File: src/rtl/sscl_pkg.sv
// sscl_pkg: types and constants for the slave-serial configuration loader.
// Shared by the front, the queue, the back and the top level.
// No dependencies.
`default_nettype none

package sscl_pkg;

  // Command codes as they arrive on the op field
  typedef enum logic [1:0] {
    OP_START = 2'd0,
    OP_DATA  = 2'd1,
    OP_TICK  = 2'd2,
    OP_END   = 2'd3
  } op_t;

  // Load phase, also reported as the status field
  typedef enum logic [2:0] {
    PH_IDLE      = 3'd0,
    PH_WAIT_INIT = 3'd1,
    PH_LOADING   = 3'd2,
    PH_FLUSHING  = 3'd3,
    PH_DONE      = 3'd4,
    PH_INIT_TO   = 3'd5,
    PH_CFG_ERR   = 3'd6,
    PH_DONE_TO   = 3'd7
  } phase_t;

  // Configuration register indexes
  localparam logic [1:0] CFG_INIT_WAIT_LIMIT    = 2'd0;
  localparam logic [1:0] CFG_FLUSH_ROUND_LIMIT  = 2'd1;
  localparam logic [1:0] CFG_FLUSH_CLOCKS_ROUND = 2'd2;

  localparam int CFG_INDEX_W = 2;
  localparam int CFG_DATA_W  = 16;

  // Register reset values
  localparam logic [7:0]  INIT_WAIT_LIMIT_RST    = 8'd100;
  localparam logic [15:0] FLUSH_ROUND_LIMIT_RST  = 16'd1000;
  localparam logic [7:0]  FLUSH_CLOCKS_ROUND_RST = 8'd255;

  // CCLK pulses for one shifted byte
  localparam logic [7:0] CLOCKS_PER_BYTE = 8'd8;

  // Classified command, front to back
  typedef struct packed {
    logic       is_start;
    logic       is_data;
    logic       is_tick;
    logic       is_end;
    logic [7:0] data_byte;
    logic       done_level;
    logic       init_b_level;
  } cmd_t;

  // Configuration register set
  typedef struct packed {
    logic [7:0]  init_wait_limit;
    logic [15:0] flush_round_limit;
    logic [7:0]  flush_clocks_per_round;
  } cfg_t;

endpackage

`default_nettype wire

File: src/rtl/sscl_in_if.sv
// sscl_in_if: command channel (valid/ready plus command fields).
// Depends on nothing.
`default_nettype none

interface sscl_in_if;
  logic       valid;
  logic       ready;
  logic [1:0] op;
  logic [7:0] data_byte;
  logic       done_level;
  logic       init_b_level;

  modport source (output valid, output op, output data_byte, output done_level,
                  output init_b_level, input ready);
  modport sink   (input valid, input op, input data_byte, input done_level,
                  input init_b_level, output ready);
endinterface

`default_nettype wire

File: src/rtl/sscl_out_if.sv
// sscl_out_if: result channel (valid/ready plus result fields).
// Depends on nothing.
`default_nettype none

interface sscl_out_if;
  logic       valid;
  logic       ready;
  logic [2:0] status;
  logic [7:0] serial_byte;
  logic [7:0] clock_count;
  logic       prog_pulse;

  modport source (output valid, output status, output serial_byte,
                  output clock_count, output prog_pulse, input ready);
  modport sink   (input valid, input status, input serial_byte,
                  input clock_count, input prog_pulse, output ready);
endinterface

`default_nettype wire

File: src/rtl/sscl_front.sv
// sscl_front: accepts command transactions, decodes the op and holds the
// classified command until the queue takes it. Depends on sscl_pkg, sscl_in_if.
`default_nettype none

module sscl_front (
  input  wire logic          clk,
  input  wire logic          rst,
  sscl_in_if.sink            cmd_in,
  output sscl_pkg::cmd_t     push_cmd,
  output logic               push_valid,
  input  wire logic          push_ready
);

  logic           hold_valid;
  sscl_pkg::cmd_t hold_cmd;
  sscl_pkg::cmd_t decoded;
  logic           accept;

  // Stage is free when empty or when its entry leaves this cycle
  assign cmd_in.ready = !hold_valid || push_ready;
  assign accept       = cmd_in.valid && cmd_in.ready;

  // Op decode
  always_comb begin
    decoded              = '0;
    decoded.data_byte    = cmd_in.data_byte;
    decoded.done_level   = cmd_in.done_level;
    decoded.init_b_level = cmd_in.init_b_level;
    case (sscl_pkg::op_t'(cmd_in.op))
      sscl_pkg::OP_START: decoded.is_start = 1'b1;
      sscl_pkg::OP_DATA:  decoded.is_data  = 1'b1;
      sscl_pkg::OP_TICK:  decoded.is_tick  = 1'b1;
      sscl_pkg::OP_END:   decoded.is_end   = 1'b1;
      default:            decoded.is_end   = 1'b1;
    endcase
  end

  // Holding register
  always_ff @(posedge clk) begin
    if (rst) begin
      hold_valid <= 1'b0;
    end else if (accept) begin
      hold_valid <= 1'b1;
    end else if (push_ready) begin
      hold_valid <= 1'b0;
    end
    if (accept) begin
      hold_cmd <= decoded;
    end
  end

  assign push_valid = hold_valid;
  assign push_cmd   = hold_cmd;

endmodule

`default_nettype wire

File: src/rtl/sscl_queue.sv
// sscl_queue: two-entry command queue between front and back.
// Depends on sscl_pkg.
`default_nettype none

module sscl_queue (
  input  wire logic          clk,
  input  wire logic          rst,
  input  wire sscl_pkg::cmd_t push_cmd,
  input  wire logic          push_valid,
  output logic               push_ready,
  output sscl_pkg::cmd_t     pop_cmd,
  output logic               pop_valid,
  input  wire logic          pop_ready
);

  sscl_pkg::cmd_t entries [2];
  logic           wr_ptr;
  logic           rd_ptr;
  logic [1:0]     count;
  logic           do_push;
  logic           do_pop;

  assign push_ready = (count != 2'd2);
  assign pop_valid  = (count != 2'd0);
  assign pop_cmd    = entries[rd_ptr];
  assign do_push    = push_valid && push_ready;
  assign do_pop     = pop_valid && pop_ready;

  // Pointers and fill count
  always_ff @(posedge clk) begin
    if (rst) begin
      wr_ptr <= 1'b0;
      rd_ptr <= 1'b0;
      count  <= 2'd0;
    end else begin
      if (do_push) wr_ptr <= !wr_ptr;
      if (do_pop)  rd_ptr <= !rd_ptr;
      case ({do_push, do_pop})
        2'b10:   count <= count + 2'd1;
        2'b01:   count <= count - 2'd1;
        default: count <= count;
      endcase
    end
  end

  // Storage
  always_ff @(posedge clk) begin
    if (do_push) begin
      entries[wr_ptr] <= push_cmd;
    end
  end

endmodule

`default_nettype wire

File: src/rtl/sscl_back.sv
// sscl_back: load sequencer. Executes one queued command per cycle while the
// result register is free or draining, keeps phase and wait counter, and
// registers the result. Depends on sscl_pkg, sscl_out_if.
`default_nettype none

module sscl_back (
  input  wire logic          clk,
  input  wire logic          rst,
  input  wire sscl_pkg::cfg_t cfg,
  input  wire sscl_pkg::cmd_t pop_cmd,
  input  wire logic          pop_valid,
  output logic               pop_ready,
  sscl_out_if.source         res_out
);

  sscl_pkg::phase_t phase;
  sscl_pkg::phase_t phase_next;
  logic [15:0]      wait_counter;
  logic [15:0]      wait_counter_next;
  logic [15:0]      cnt_inc;
  logic [7:0]       serial_next;
  logic [7:0]       clocks_next;
  logic             prog_next;
  logic             res_valid;
  logic             take;

  // Output register free or draining this cycle
  assign pop_ready = !res_valid || res_out.ready;
  assign take      = pop_valid && pop_ready;
  assign cnt_inc   = wait_counter + 16'd1;

  // Command execution
  always_comb begin
    phase_next        = phase;
    wait_counter_next = wait_counter;
    serial_next       = 8'd0;
    clocks_next       = 8'd0;
    prog_next         = 1'b0;
    if (pop_cmd.is_start) begin
      prog_next         = 1'b1;
      wait_counter_next = 16'd0;
      phase_next        = sscl_pkg::PH_WAIT_INIT;
    end else if (pop_cmd.is_data) begin
      if (phase == sscl_pkg::PH_LOADING) begin
        serial_next = pop_cmd.data_byte;
        clocks_next = sscl_pkg::CLOCKS_PER_BYTE;
        if (pop_cmd.done_level) begin
          phase_next = sscl_pkg::PH_DONE;
        end else if (!pop_cmd.init_b_level) begin
          phase_next = sscl_pkg::PH_CFG_ERR;
        end
      end
    end else if (pop_cmd.is_tick) begin
      if (phase == sscl_pkg::PH_WAIT_INIT) begin
        wait_counter_next = cnt_inc;
        if (cnt_inc >= {8'd0, cfg.init_wait_limit}) begin
          phase_next = sscl_pkg::PH_INIT_TO;
        end else if (pop_cmd.init_b_level) begin
          phase_next = sscl_pkg::PH_LOADING;
        end
      end else if (phase == sscl_pkg::PH_FLUSHING) begin
        wait_counter_next = cnt_inc;
        if (cnt_inc >= cfg.flush_round_limit) begin
          phase_next = sscl_pkg::PH_DONE_TO;
        end else if (pop_cmd.done_level) begin
          phase_next = sscl_pkg::PH_DONE;
        end else if (!pop_cmd.init_b_level) begin
          phase_next = sscl_pkg::PH_CFG_ERR;
        end else begin
          clocks_next = cfg.flush_clocks_per_round;
        end
      end
    end else if (pop_cmd.is_end) begin
      // end of data
      if (phase == sscl_pkg::PH_LOADING) begin
        wait_counter_next = 16'd0;
        phase_next        = sscl_pkg::PH_FLUSHING;
      end
    end
  end

  // State and result register
  always_ff @(posedge clk) begin
    if (rst) begin
      phase        <= sscl_pkg::PH_IDLE;
      wait_counter <= 16'd0;
      res_valid    <= 1'b0;
    end else begin
      if (take) begin
        phase        <= phase_next;
        wait_counter <= wait_counter_next;
        res_valid    <= 1'b1;
      end else if (res_out.ready) begin
        res_valid <= 1'b0;
      end
    end
    if (take) begin
      res_out.status      <= phase_next;
      res_out.serial_byte <= serial_next;
      res_out.clock_count <= clocks_next;
      res_out.prog_pulse  <= prog_next;
    end
  end

  assign res_out.valid = res_valid;

endmodule

`default_nettype wire

File: src/rtl/fpga_slave_serial_config_loader_unit.sv
// Slave-serial configuration loader, top level: front decode, command queue,
// back sequencer and configuration registers.
// A command passes the front register, a queue entry and the result register
// before its result is valid. Throughput: one command per cycle while the
// result channel is not stalled; the queue absorbs short output stalls.
// Reset (synchronous): phase idle, wait counter zero, queue empty, registers
// to 100 / 1000 / 255.
`default_nettype none

module fpga_slave_serial_config_loader_unit (
  input  wire logic                              clk,
  input  wire logic                              rst,
  sscl_in_if.sink                                cmd_in,
  sscl_out_if.source                             res_out,
  input  wire logic                              cfg_we,
  input  wire logic [sscl_pkg::CFG_INDEX_W-1:0]  cfg_index,
  input  wire logic [sscl_pkg::CFG_DATA_W-1:0]   cfg_wdata
);

  sscl_pkg::cfg_t cfg;
  sscl_pkg::cmd_t push_cmd;
  sscl_pkg::cmd_t pop_cmd;
  logic           push_valid;
  logic           push_ready;
  logic           pop_valid;
  logic           pop_ready;

  // Configuration registers
  always_ff @(posedge clk) begin
    if (rst) begin
      cfg.init_wait_limit        <= sscl_pkg::INIT_WAIT_LIMIT_RST;
      cfg.flush_round_limit      <= sscl_pkg::FLUSH_ROUND_LIMIT_RST;
      cfg.flush_clocks_per_round <= sscl_pkg::FLUSH_CLOCKS_ROUND_RST;
    end else if (cfg_we) begin
      case (cfg_index)
        sscl_pkg::CFG_INIT_WAIT_LIMIT:    cfg.init_wait_limit        <= cfg_wdata[7:0];
        sscl_pkg::CFG_FLUSH_ROUND_LIMIT:  cfg.flush_round_limit      <= cfg_wdata;
        sscl_pkg::CFG_FLUSH_CLOCKS_ROUND: cfg.flush_clocks_per_round <= cfg_wdata[7:0];
        default: ;
      endcase
    end
  end

  sscl_front u_front (
    .clk        (clk),
    .rst        (rst),
    .cmd_in     (cmd_in),
    .push_cmd   (push_cmd),
    .push_valid (push_valid),
    .push_ready (push_ready)
  );

  sscl_queue u_queue (
    .clk        (clk),
    .rst        (rst),
    .push_cmd   (push_cmd),
    .push_valid (push_valid),
    .push_ready (push_ready),
    .pop_cmd    (pop_cmd),
    .pop_valid  (pop_valid),
    .pop_ready  (pop_ready)
  );

  sscl_back u_back (
    .clk       (clk),
    .rst       (rst),
    .cfg       (cfg),
    .pop_cmd   (pop_cmd),
    .pop_valid (pop_valid),
    .pop_ready (pop_ready),
    .res_out   (res_out)
  );

`ifndef SYNTH
  // A PROG pulse always restarts into wait init with no clocks
  a_prog_restart: assert property (@(posedge clk) disable iff (rst)
    (res_out.valid && res_out.prog_pulse) |->
      (res_out.status == sscl_pkg::PH_WAIT_INIT && res_out.clock_count == 8'd0))
    else $error("prog pulse without restart into wait init");

  // A nonzero shifted byte always comes with a clock count of CLOCKS_PER_BYTE
  a_byte_clocks: assert property (@(posedge clk) disable iff (rst)
    (res_out.valid && res_out.serial_byte != 8'd0) |->
      (res_out.clock_count == sscl_pkg::CLOCKS_PER_BYTE))
    else $error("shifted byte without eight clocks");

  // Flush bursts only leave the phase at flushing
  a_flush_burst: assert property (@(posedge clk) disable iff (rst)
    (res_out.valid && res_out.clock_count != 8'd0 &&
     res_out.clock_count != sscl_pkg::CLOCKS_PER_BYTE) |->
      (res_out.status == sscl_pkg::PH_FLUSHING))
    else $error("clock burst outside flushing");
`endif

endmodule

`default_nettype wire

File: src/flat_wrapper.sv
// flat-port wrapper written by rule: the top's interface ports become plain ports
module fpga_slave_serial_config_loader_unit_flat 
  (clk, rst, cfg_we, cfg_index, cfg_wdata, cmd_in_valid, cmd_in_op, cmd_in_data_byte, cmd_in_done_level, cmd_in_init_b_level, cmd_in_ready, res_out_valid, res_out_status, res_out_serial_byte, res_out_clock_count, res_out_prog_pulse, res_out_ready);
  sscl_in_if cmd_in_i ();
  sscl_out_if res_out_i ();
  input  wire logic clk;
  input  wire logic rst;
  input  wire logic cfg_we;
  input  wire logic [sscl_pkg::CFG_INDEX_W-1:0] cfg_index;
  input  wire logic [sscl_pkg::CFG_DATA_W-1:0] cfg_wdata;
  input wire logic [$bits(cmd_in_i.valid)-1:0] cmd_in_valid;
  input wire logic [$bits(cmd_in_i.op)-1:0] cmd_in_op;
  input wire logic [$bits(cmd_in_i.data_byte)-1:0] cmd_in_data_byte;
  input wire logic [$bits(cmd_in_i.done_level)-1:0] cmd_in_done_level;
  input wire logic [$bits(cmd_in_i.init_b_level)-1:0] cmd_in_init_b_level;
  output wire logic [$bits(cmd_in_i.ready)-1:0] cmd_in_ready;
  output wire logic [$bits(res_out_i.valid)-1:0] res_out_valid;
  output wire logic [$bits(res_out_i.status)-1:0] res_out_status;
  output wire logic [$bits(res_out_i.serial_byte)-1:0] res_out_serial_byte;
  output wire logic [$bits(res_out_i.clock_count)-1:0] res_out_clock_count;
  output wire logic [$bits(res_out_i.prog_pulse)-1:0] res_out_prog_pulse;
  input wire logic [$bits(res_out_i.ready)-1:0] res_out_ready;
  assign cmd_in_i.valid = cmd_in_valid;
  assign cmd_in_i.op = cmd_in_op;
  assign cmd_in_i.data_byte = cmd_in_data_byte;
  assign cmd_in_i.done_level = cmd_in_done_level;
  assign cmd_in_i.init_b_level = cmd_in_init_b_level;
  assign cmd_in_ready = cmd_in_i.ready;
  assign res_out_valid = res_out_i.valid;
  assign res_out_status = res_out_i.status;
  assign res_out_serial_byte = res_out_i.serial_byte;
  assign res_out_clock_count = res_out_i.clock_count;
  assign res_out_prog_pulse = res_out_i.prog_pulse;
  assign res_out_i.ready = res_out_ready;
  fpga_slave_serial_config_loader_unit u_core (.clk(clk), .rst(rst), .cmd_in(cmd_in_i), .res_out(res_out_i), .cfg_we(cfg_we), .cfg_index(cfg_index), .cfg_wdata(cfg_wdata));
endmodule
File: config.mk
export PLATFORM = sky130hd
export DESIGN_NAME = fpga_slave_serial_config_loader_unit_flat
export DESIGN_NICKNAME = d
export VERILOG_FILES = /design/src/rtl/sscl_pkg.sv /design/src/rtl/sscl_in_if.sv /design/src/rtl/sscl_out_if.sv /design/src/rtl/sscl_front.sv /design/src/rtl/sscl_queue.sv /design/src/rtl/sscl_back.sv /design/src/rtl/fpga_slave_serial_config_loader_unit.sv /design/src/flat_wrapper.sv
export SDC_FILE = /design/constraint.sdc
export NUM_CORES = 1
export LEC_CHECK = 0
export BUFFER_PORTS_ARGS = -buffer_cell sky130_fd_sc_hd__clkbuf_2
export CAP_MARGIN = 15
export CORE_ASPECT_RATIO = 0.9
export CORE_UTILIZATION = 59
export DETAILED_ROUTE_END_ITERATION = 10
export HOLD_SLACK_MARGIN = 0.06
export PLACE_DENSITY_LB_ADDON = 0.15
export SLEW_MARGIN = 20
export SYNTH_ARGS = -nofsm -noshare
export SYNTH_HDL_FRONTEND = slang
export SYNTH_HIERARCHICAL = 1
export SYNTH_SLANG_ARGS = --single-unit
File: constraint.sdc
create_clock -name clk -period 3.88 [get_ports clk]
set_clock_uncertainty 0.15 [all_clocks]
set_input_delay 1.164 -clock clk [delete_from_list [all_inputs] [get_ports clk]]
set_output_delay 1.164 -clock clk [all_outputs]
set_load 0.1 [all_outputs]
==> impl_metrics.yaml, run 1 <==
layout:
  nets: 651
  drive_gt1_share_pct: 20.2
  design_area_sq_um: 6790
  multi_input_area_sq_um: 2520
  area_growth_syn_to_layout_pct: 17.6
  diodes: 0
  ff_latch_area_sq_um: 3020
  fillers: 645
drt:
  via_per_inst: 5.68
  routed-via-count: 4118
  finalWirelength_microns: 12000
  dr.pass1.iters: 6
  wl_per_cell_microns: 16.5
  drcViolationCount: 0
  ant_nets: 0
  drt_first_iter_violations: 365
clock_tree:
  htree_levels: 4
  cts_made_buffers: 17
  cts_tree: "yes"
  cts_sinks: 120
  clk_pin_slew_ns: 0.06
  cts.path.max_buffers: 2
  clkLatencyLatePin_ns: 0.51
  ctsRootBufferMaster: "clkbuf_8"
pwr:
  p_seq_share_pct: 36.1
  switchingPower_mw: 1.50
  switching_share_pct: 34.1
  p_comb_share_pct: 25.2
  max-vdd-ir-drop_v: 0.000516
  clkPwrFrac_pct: 38.6
  p_per_area_nw_per_um2: 648
  leakage_nw: 2.85
  p_int_mw: 2.90
worst_setup_path:
  slowest_delay_ns: 0.61
  cp_max_fo: 9
  worst_path_max_delay_cell: "or4_1"
  worst_r2r_path_depth: 11
  reg2reg_slack_ns: 0.26
  cp-start-kind: "flop"
  worstPathCellList: "nand4_4 -> or4_1 -> xnor2_1 -> ha_1 -> and4_1 -> o21ai_0 -> a31oi_1 -> nor4bb_1 -> nand2_1 -> o31ai_1 -> nand2_1"
  timing.rr.start: "u_core/u_back/wait_counter[6]"
  path_class: "flop to flop"
  cp_common_cell: "nand2_1"
  reg2reg_to: "u_core/u_back/res_out.status[1]"
  cpLargestDelayFamily: "simple AND/OR/NAND/NOR gates"
  cp_data_arrival_time_ns: 3.71
  crit_buf_inv: 0
  required_ns: 3.97
  setup.worst_path.end_class: "flop"
die:
  ios: 57
  die_h_microns: 95.9
  start_util_pct: 62.2
  die_w_microns: 106
  rows: 33
  dieArea_sq_um: 10200
  coreArea_sq_um: 9290
logic_synthesis:
  synth_edf_count: 62
  synth_top_area_share_pct: 32.2
  synth_area_leaders: "edfxtp_1 (32%), dfxtp_1 (20%), mux2i_1 (5.5%)"
  yosysTopAreaCell: "edfxtp_1"
  syn_area_sq_um: 5780
  ys_seq_elements: 120
  syn_nets: 590
  syn_avg_cell_area_sq_um: 10.9
  ys_async_sr_fraction_pct: 0
  synth_cell_types: 59
  syn_inst: 530
  synth.most_common_cell: "nor2_1"
  ys_seq_area_share_pct: 52.3
  synth-main-ff-cell: "edfxtp_1"
  yosys_warnings: 6
  synthTopCellsByCount: "nor2_1 (65), edfxtp_1 (62), dfxtp_1 (58)"
hold_path:
  hold_path.class: "flop to flop"
  hp-start: "u_core/u_front/push_cmd[11]"
  hold_path_depth: 0
  hold_end: "u_core/u_queue/entries[1][11]"
placement:
  placed_area_sq_um: 6140
  hpwl_microns: 7970
  post-place-ws_ns: 0.333
  io_buffers: 56
  place.gp.congestion: 0.930
global_routing:
  antenna_found_initial: 0
  grt_pass1_vias: 4011
  overflow: 0
  grt_pass1_wl_microns: 19400
  grt_usage_pct: 25.1
  grt_start_max_net_pins: 61
sta:
  tightestPinTransition_ns: 0.980
  slew_violations: 0
  rsz0062_at_grt: "no"
  fin_crit_ns: 3.62
  hold_ws_ns: 0.300
  relSlewSlack_pct: 34.7
  fin_crit_sh_pct: 93.3
  setup_tns_ns: 0
  setup_slack_ns: 0.261
  finalSetupViolations: 0
  timing.fmax_mhz: 276
  hold_viol: 0
status:
  status: "finished clean"
run:
  maxCapViolCount: 0
worst max path at each step:
| stage | startpoint | endpoint | slack (ns) | depth (start not counted) |
|---|---|---|---|---|
| 6_report | u_core/u_back/wait_counter[6] | u_core/u_back/res_out.status[1] | 0.26 | 11 |
| 5_1_grt | u_core/u_back/wait_counter[0] | u_core/u_back/res_out.clock_count[6] | 0.1 | 12 |
| 4_1_cts | u_core/u_back/wait_counter[8] | u_core/u_back/res_out.clock_count[6] | 0.25 | 11 |
| 3_5_place_dp | u_core/u_back/wait_counter[8] | u_core/u_back/res_out.clock_count[0] | 0.33 | 11 |
| 3_3_place_gp | u_core/u_back/wait_counter[8] | u_core/u_back/res_out.clock_count[7] | 0.43 | 12 |
| 2_1_floorplan | res_out_ready | u_core/u_back/wait_counter[6] | 0.71 | 8 |
through the flow:
stage | total power [mW] | instances | util [%]
after floorplan | 2.50 | 530 | -
after global placement | 2.68 | 694 | 66.1
after detailed placement | 2.71 | 694 | 66.1
after CTS | 4.43 | 725 | 73.1
after global routing | 4.55 | 725 | 73.1
final | 4.40 | 725 | 73.1
what timing repair did:
item,4_1_cts,5_1_grt
resized for setup,0,1
hold buffers,0,0
setup buffers,0,0
endpoints found under the hold margin,0,0
setup endpoints to repair,0,7
routing by layer:
layer	global-route usage (%)	routed length, microns	up-vias
li1	-	-	2004
met4	10.1	180	0
met5	0	0	-
met1	30.4	5270	1955
met3	4.67	606	23
met2	44.6	5940	136
power groups by stage:
stage          clock network [mW]  registers, mW  logic [mW]
2_1_floorplan                   0           2.09       0.410
3_3_place_gp                    0           1.61        1.07
3_5_place_dp                    0           1.62        1.09
4_1_cts                      1.73           1.59        1.10
5_1_grt                      1.78           1.60        1.17
6_report                     1.70           1.59        1.11
cell families (layout without fill, tap and decap cells):
family          Yosys count  in the layout  synth area share (%)
mux                      46             46                  8.27
compound gates           76             76                  8.45
flops                   120            120                  52.3
buf+inv                  54            127                  4.20
simple gates            192            192                  18.8
fa+ha+maj                25             25                  5.41
xor+xnor                 17             17                  2.58
state kept, by name (all words and copies together), names as in the netlist, 3 cells and up, named ones only:
name and count:
u_core/u_back/phase 3, u_core/cfg 32, u_core/u_queue/entries 28, u_core/u_back/res_out.serial_byte 8, u_core/u_back/res_out.clock_count 8, u_core/u_back/wait_counter 16
u_core/u_back/res_out.status 3, u_core/u_front/push_cmd 14
worst reg2reg max path, delay by kind of cell (launching register included):
kind / cells / cell delay [ns]
AND/OR/NAND/NOR: 6 / 1.64
flip-flops: 1 / 0.52
AO/OA/AOI/OAI: 3 / 0.48
XOR/XNOR: 1 / 0.29
adder cells (fa/ha/maj): 1 / 0.29
cells in the final DEF, fill, tap and decap left out, types with 4 or more instances in the layout:
cell type  netlist  routed
nand3b_1         5       5
inv_1           32      32
edfxtp_1        62      62
nor3_1           5       5
a31oi_1          4       4
o21ai_0         14      14
a21oi_1         21      21
nand2_1         15      15
or3_1            6       6
nand2b_1        33      33
a21o_1           5       5
xnor2_1         10      10
nor2_1          65      64
ha_1            25      25
and2_1          17      17
clkbuf_2         0      55
dfxtp_1         58      58
nor2b_1          7       7
nand3_1         13      13
mux2i_1         32      32
and4_1           4       4
clkbuf_16        0      16
xor2_1           7       7
a22oi_1          7       7
bufinv_16        0       5
buf_4            0       7
mux2_2          14      14
final cells by class:
cell class,count,area share [%]
Clock buffer,18,6.30
Tap cell,122,2.25
Clock inverter,13,3.19
Sequential cell,120,44.5
Multi-Input combinational cell,356,37.1
Timing Repair Buffer,63,4.90
Inverter,33,1.82
Power figures use the tool's default switching activity.
==> run 2, diff against run 1 <==
Settings changed: CORE_MARGIN set to 2, RECOVER_POWER set to 100.
==> run 2 against run 1 <==
  * Count of clock-buffer cells in the layout up 3
  * Via count down 2.5%
  * Total power down 8.8%
  * Sequential cell count unchanged
  * Critical path depth down 8
  * Worst setup slack better by 0.097 ns
  * Utilization down 4.1 points
  * Worst hold slack worse by 0.0044 ns
  * Design area down 2.3%
  * Register-to-register slack better by 0.097 ns
  * Die area up 4.0%
  * Critical path type is now flop to output pin
  * Largest power group is now registers
==> impl_metrics.yaml, run 2 (synthesized netlist as in run 1, its figures left out) <==
sta:
  setup_slack_ns: 0.358
  hold_viol: 0
  slew_violations: 0
  hold_ws_ns: 0.295
  timing.fmax_mhz: 284
  fin_crit_ns: 3.52
  tightestPinTransition_ns: 1.40
  rsz0062_at_grt: "no"
  relSlewSlack_pct: 6.96
  fin_crit_sh_pct: 90.8
  finalSetupViolations: 0
  setup_tns_ns: 0
drt:
  via_per_inst: 5.49
  dr.pass1.iters: 5
  wl_per_cell_microns: 16.2
  finalWirelength_microns: 11800
  drt_first_iter_violations: 259
  routed-via-count: 4014
  ant_nets: 0
  drcViolationCount: 0
clock_tree:
  htree_levels: 4
  post_cts_resize_count: 0
  clk_pin_slew_ns: 0.06
  hold_buffers: 0
  clkLatencyLatePin_ns: 0.52
  cts_setup_buffers: 0
  ctsRootBufferMaster: "clkbuf_8"
  cts.path.max_buffers: 2
  cts_sinks: 120
  cts_made_buffers: 17
  cts_tree: "yes"
layout:
  area_growth_syn_to_layout_pct: 14.9
  instances_no_fill: 731
  top_regs: "u_core/cfg x32, u_core/u_queue/entries x28, u_core/u_back/wait_counter x16"
  design_area_sq_um: 6640
  drive_gt1_share_pct: 14.7
  final_util_pct: 69.0
  mostFrequentLayoutCell: "nor2_1"
  diodes: 0
  largest_reg_flops: 32
  nets: 652
  final_cell_mix: "nor2_1 (64), edfxtp_1 (62), dfxtp_1 (57)"
  largest-register: "u_core/cfg"
die:
  dieArea_sq_um: 10600
  die_h_microns: 97.9
  coreArea_sq_um: 9610
  rows: 34
  ios: 57
  die_w_microns: 108
  start_util_pct: 60.1
worst_setup_path:
  path_class: "flop to output pin"
  reg2reg_slack_ns: 0.36
  cpLargestDelayFamily: "buffers and inverters"
  required_ns: 2.57
  slowest_delay_ns: 0.87
  crit_buf_inv: 1
  cp_max_fo: 5
  cp_data_arrival_time_ns: 2.21
  worst_path_max_delay_cell: "clkbuf_1"
  setup.worst_path.end_class: "output pin"
  cp_common_cell: "nand2b_1"
  cp-start-kind: "flop"
  worstPathCellList: "nand2b_1 -> nand2b_1 -> clkbuf_1"
pwr:
  max-vdd-ir-drop_v: 0.000453
  leakage_nw: 2.69
  p_per_area_nw_per_um2: 605
  finalPower_mw: 4.01
placement:
  hpwl_microns: 8170
  post-place-ws_ns: 0.283
  placed_area_sq_um: 6170
  dp_cells: 699
  place.gp.congestion: 0.915
  io_buffers: 56
global_routing:
  grt_start_max_net_pins: 81
  grt_usage_pct: 23.7
  use_met3_pct: 6.74
  grt_pass1_wl_microns: 19000
  antenna_found_initial: 0
  met1_usage_pct: 33.1
  overflow: 0
  grt_pass1_vias: 3860
  grt-busiest-layer: "met2"
  grt_use_met2_pct: 35.9
hold_path:
  hold_path.class: "flop to flop"
run:
  maxCapViolCount: 0
status:
  status: "finished clean"
run 2: changes by cell type in the layout (fill, tap and decap cells not counted), moves of 5 or more:
| cell | delta |
|---|---|
| bufinv_16 | -5 |
| clkbuf_1 | +32 |
| and2_1 | -10 |
| and2_0 | +11 |
| clkbuf_2 | -25 |
run 2: final cells by class:
class | instances | area [sq um]
fill | 754 | 2980
inverter | 33 | 124
timing repair buffer | 64 | 309
sequential | 120 | 3020
clock buffer | 21 | 439
multi-input combinational | 356 | 2510
clock inverter | 11 | 75.1
tap | 126 | 158
run 2: path summary, 6_finish.rpt:
| kind | endpoint | from | depth (start not counted) |
|---|---|---|---|
| worst max register to register | u_core/u_back/res_out.clock_count[2] | u_core/u_back/wait_counter[10] | 12 |
| worst min-delay path | u_core/u_queue/entries[1][4] | u_core/u_front/push_cmd[4] | 0 |
| worst min register to register | u_core/u_queue/entries[1][4] | u_core/u_front/push_cmd[4] | 0 |
| worst max-delay path | cmd_in_ready | u_core/u_queue/count[0] | 3 |
run 2: layer usage:
layer | part of all wire (%) | routed length, microns
met1 | 48 | 5660
met5 | 0 | 0
met3 | 4.7 | 562
met4 | 0.77 | 91
met2 | 47 | 5520
run 2: power breakdown:
| part | switching [mW] | total [mW] | internal, mW |
|---|---|---|---|
| Sequential | 0.0666 | 1.59 | 1.52 |
| Clock | 0.552 | 1.35 | 0.799 |
| Combinational | 0.848 | 1.07 | 0.225 |
| Total | 1.47 | 4.01 | 2.55 |
==> run 3, diff against run 2 <==
Settings changed: CORE_UTILIZATION 59 to 25, PLACE_DENSITY set to 0.45, PLACE_DENSITY_LB_ADDON 0.15 to not set.
Clock period 3.88 ns to 3.3 ns, I/O delays scaled along.
==> run 3 against run 2 <==
  * Non-clock buffer count rose by 32
  * Utilization fell by 37 points
  * Sequential share of layout area fell by 3.8 points
  * Design area rose by 9.8%
  * Via count rose by 3.0%
  * Count of clock-buffer cells in the layout fell by 1
  * Sequential cell count did not move
  * Sequential power rose by 18%
  * Final cell count rose by 28%
  * Total power rose by 24%
==> impl_metrics.yaml, run 3 (synthesized netlist as in run 1, its figures left out) <==
die:
  ios: 57
  coreArea_sq_um: 22600
  start_util_pct: 25.6
  die_h_microns: 148
  die_w_microns: 164
  dieArea_sq_um: 24300
  rows: 52
sta:
  hold_viol: 0
  fin_crit_sh_pct: 95.7
  rsz0062_at_grt: "no"
  setup_tns_ns: 0
  slew_violations: 0
  fin_crit_ns: 3.16
  timing.fmax_mhz: 317
  finalSetupViolations: 0
  tightestPinTransition_ns: 1.21
  setup_slack_ns: 0.141
  relSlewSlack_pct: 19.9
  hold_ws_ns: 0.297
drt:
  via_per_inst: 4.43
  wl_per_cell_microns: 14.2
  routed-via-count: 4135
  drcViolationCount: 0
  finalWirelength_microns: 13300
  dr.pass1.iters: 4
  drt_first_iter_violations: 229
  ant_nets: 0
global_routing:
  grt_start_max_net_pins: 32
  antenna_found_initial: 0
  grt_pass1_wl_microns: 21500
  grt_usage_pct: 11.6
  overflow: 0
  grt_pass1_vias: 4204
pwr:
  p_comb_share_pct: 26.2
  finalPower_mw: 4.98
  leakage_nw: 2.93
  switching_share_pct: 36.1
  clkPwrFrac_pct: 36.1
  p_int_mw: 3.18
  p_per_area_nw_per_um2: 683
  max-vdd-ir-drop_v: 0.000425
  switchingPower_mw: 1.80
  p_seq_share_pct: 37.7
layout:
  largest_reg_flops: 32
  diodes: 0
  ff_latch_area_sq_um: 3040
  final_util_pct: 32.3
  nets: 684
  design_area_sq_um: 7290
  mostFrequentLayoutCell: "nor2_1"
  area_growth_syn_to_layout_pct: 26.1
  largest-register: "u_core/cfg"
  top_regs: "u_core/cfg x32, u_core/u_queue/entries x28, u_core/u_back/wait_counter x16"
  final_cell_mix: "nor2_1 (63), edfxtp_1 (62), dfxtp_1 (51)"
  instances_no_fill: 934
  multi_input_area_sq_um: 2610
  drive_gt1_share_pct: 23.4
  fillers: 2315
worst_setup_path:
  cp_data_arrival_time_ns: 3.18
  cp_max_fo: 8
  cp-start-kind: "flop"
  required_ns: 3.32
  slowest_delay_ns: 0.57
  setup.worst_path.end_class: "flop"
  crit_buf_inv: 2
  cpLargestDelayFamily: "simple AND/OR/NAND/NOR gates"
  worstPathCellList: "nand4_4 -> or4_4 -> xnor2_2 -> ha_1 -> and4_4 -> nand3_2 -> clkbuf_4 -> o211ai_1 -> nand3_1 -> nand3_2 -> nor2_1 -> buf_4 -> a21o_1"
  cp_common_cell: "nand3_2"
  worst_path_max_delay_cell: "or4_4"
  path_class: "flop to flop"
status:
  status: "finished clean"
clock_tree:
  clk_pin_slew_ns: 0.06
  clkLatencyLatePin_ns: 0.42
  ctsRootBufferMaster: "clkbuf_16"
  htree_levels: 4
  cts_tree: "yes"
  cts_made_buffers: 17
  cts.path.max_buffers: 2
  cts_sinks: 120
  hold_buffers: 0
placement:
  placed_area_sq_um: 6620
  io_buffers: 56
  post-place-ws_ns: -0.0676
  dp_cells: 901
  hpwl_microns: 9790
  place.gp.congestion: 0.818
hold_path:
  hold_path.class: "flop to flop"
run:
  maxCapViolCount: 0
-- run 3: changes by cell type in the layout (fill, tap and decap cells not counted), sizes merged --
cell      change
bufinv        +1
clkinvlp      +1
clkinv        -1
buf          +30
clkbuf        +1
-- run 3: layer usage --
metal	track usage [%]	part of all wire (%)
met5	0	0
met3	3.12	4.6
met1	15.1	48
met4	4.78	1.4
met2	18.2	46
-- run 3: cell type report --
type | count | area share [%]
Clock inverter | 12 | 1.60
Multi-Input combinational cell | 356 | 35.8
Inverter | 33 | 1.70
Clock buffer | 20 | 6.40
Tap cell | 297 | 5.10
Timing Repair Buffer | 96 | 7.62
Sequential cell | 120 | 41.7
-- run 3: final timing paths --
| check | from | endpoint | slack (ns) | cells past startpoint |
|---|---|---|---|---|
| worst min register to register | u_core/u_front/push_cmd[11] | u_core/u_queue/entries[0][11] | 0.30 | 0 |
| worst min-delay path | u_core/u_front/push_cmd[11] | u_core/u_queue/entries[0][11] | 0.30 | 0 |
| worst max register to register | u_core/u_back/wait_counter[7] | u_core/u_back/res_out.clock_count[3] | 0.14 | 13 |
| worst max-delay path | u_core/u_back/wait_counter[7] | u_core/u_back/res_out.clock_count[3] | 0.14 | 13 |
-- run 3: power by group through the flow --
stage               Clock (mW)  Sequential [mW]  Combinational, mW
global route              1.92             1.90               1.39
finish                    1.80             1.88               1.31
detailed placement           0             1.91               1.32
CTS                       1.85             1.88               1.33
floorplan                    0             2.45              0.482
global placement             0             1.90               1.30
-- run 3: what timing repair did --
action | in CTS | in global routing
setup endpoints to repair | 13 | 14
pin swaps | 1 | 8
hold endpoints to repair | 0 | 0
gates resized for setup | 4 | 32
buffers inserted | 0 | 1
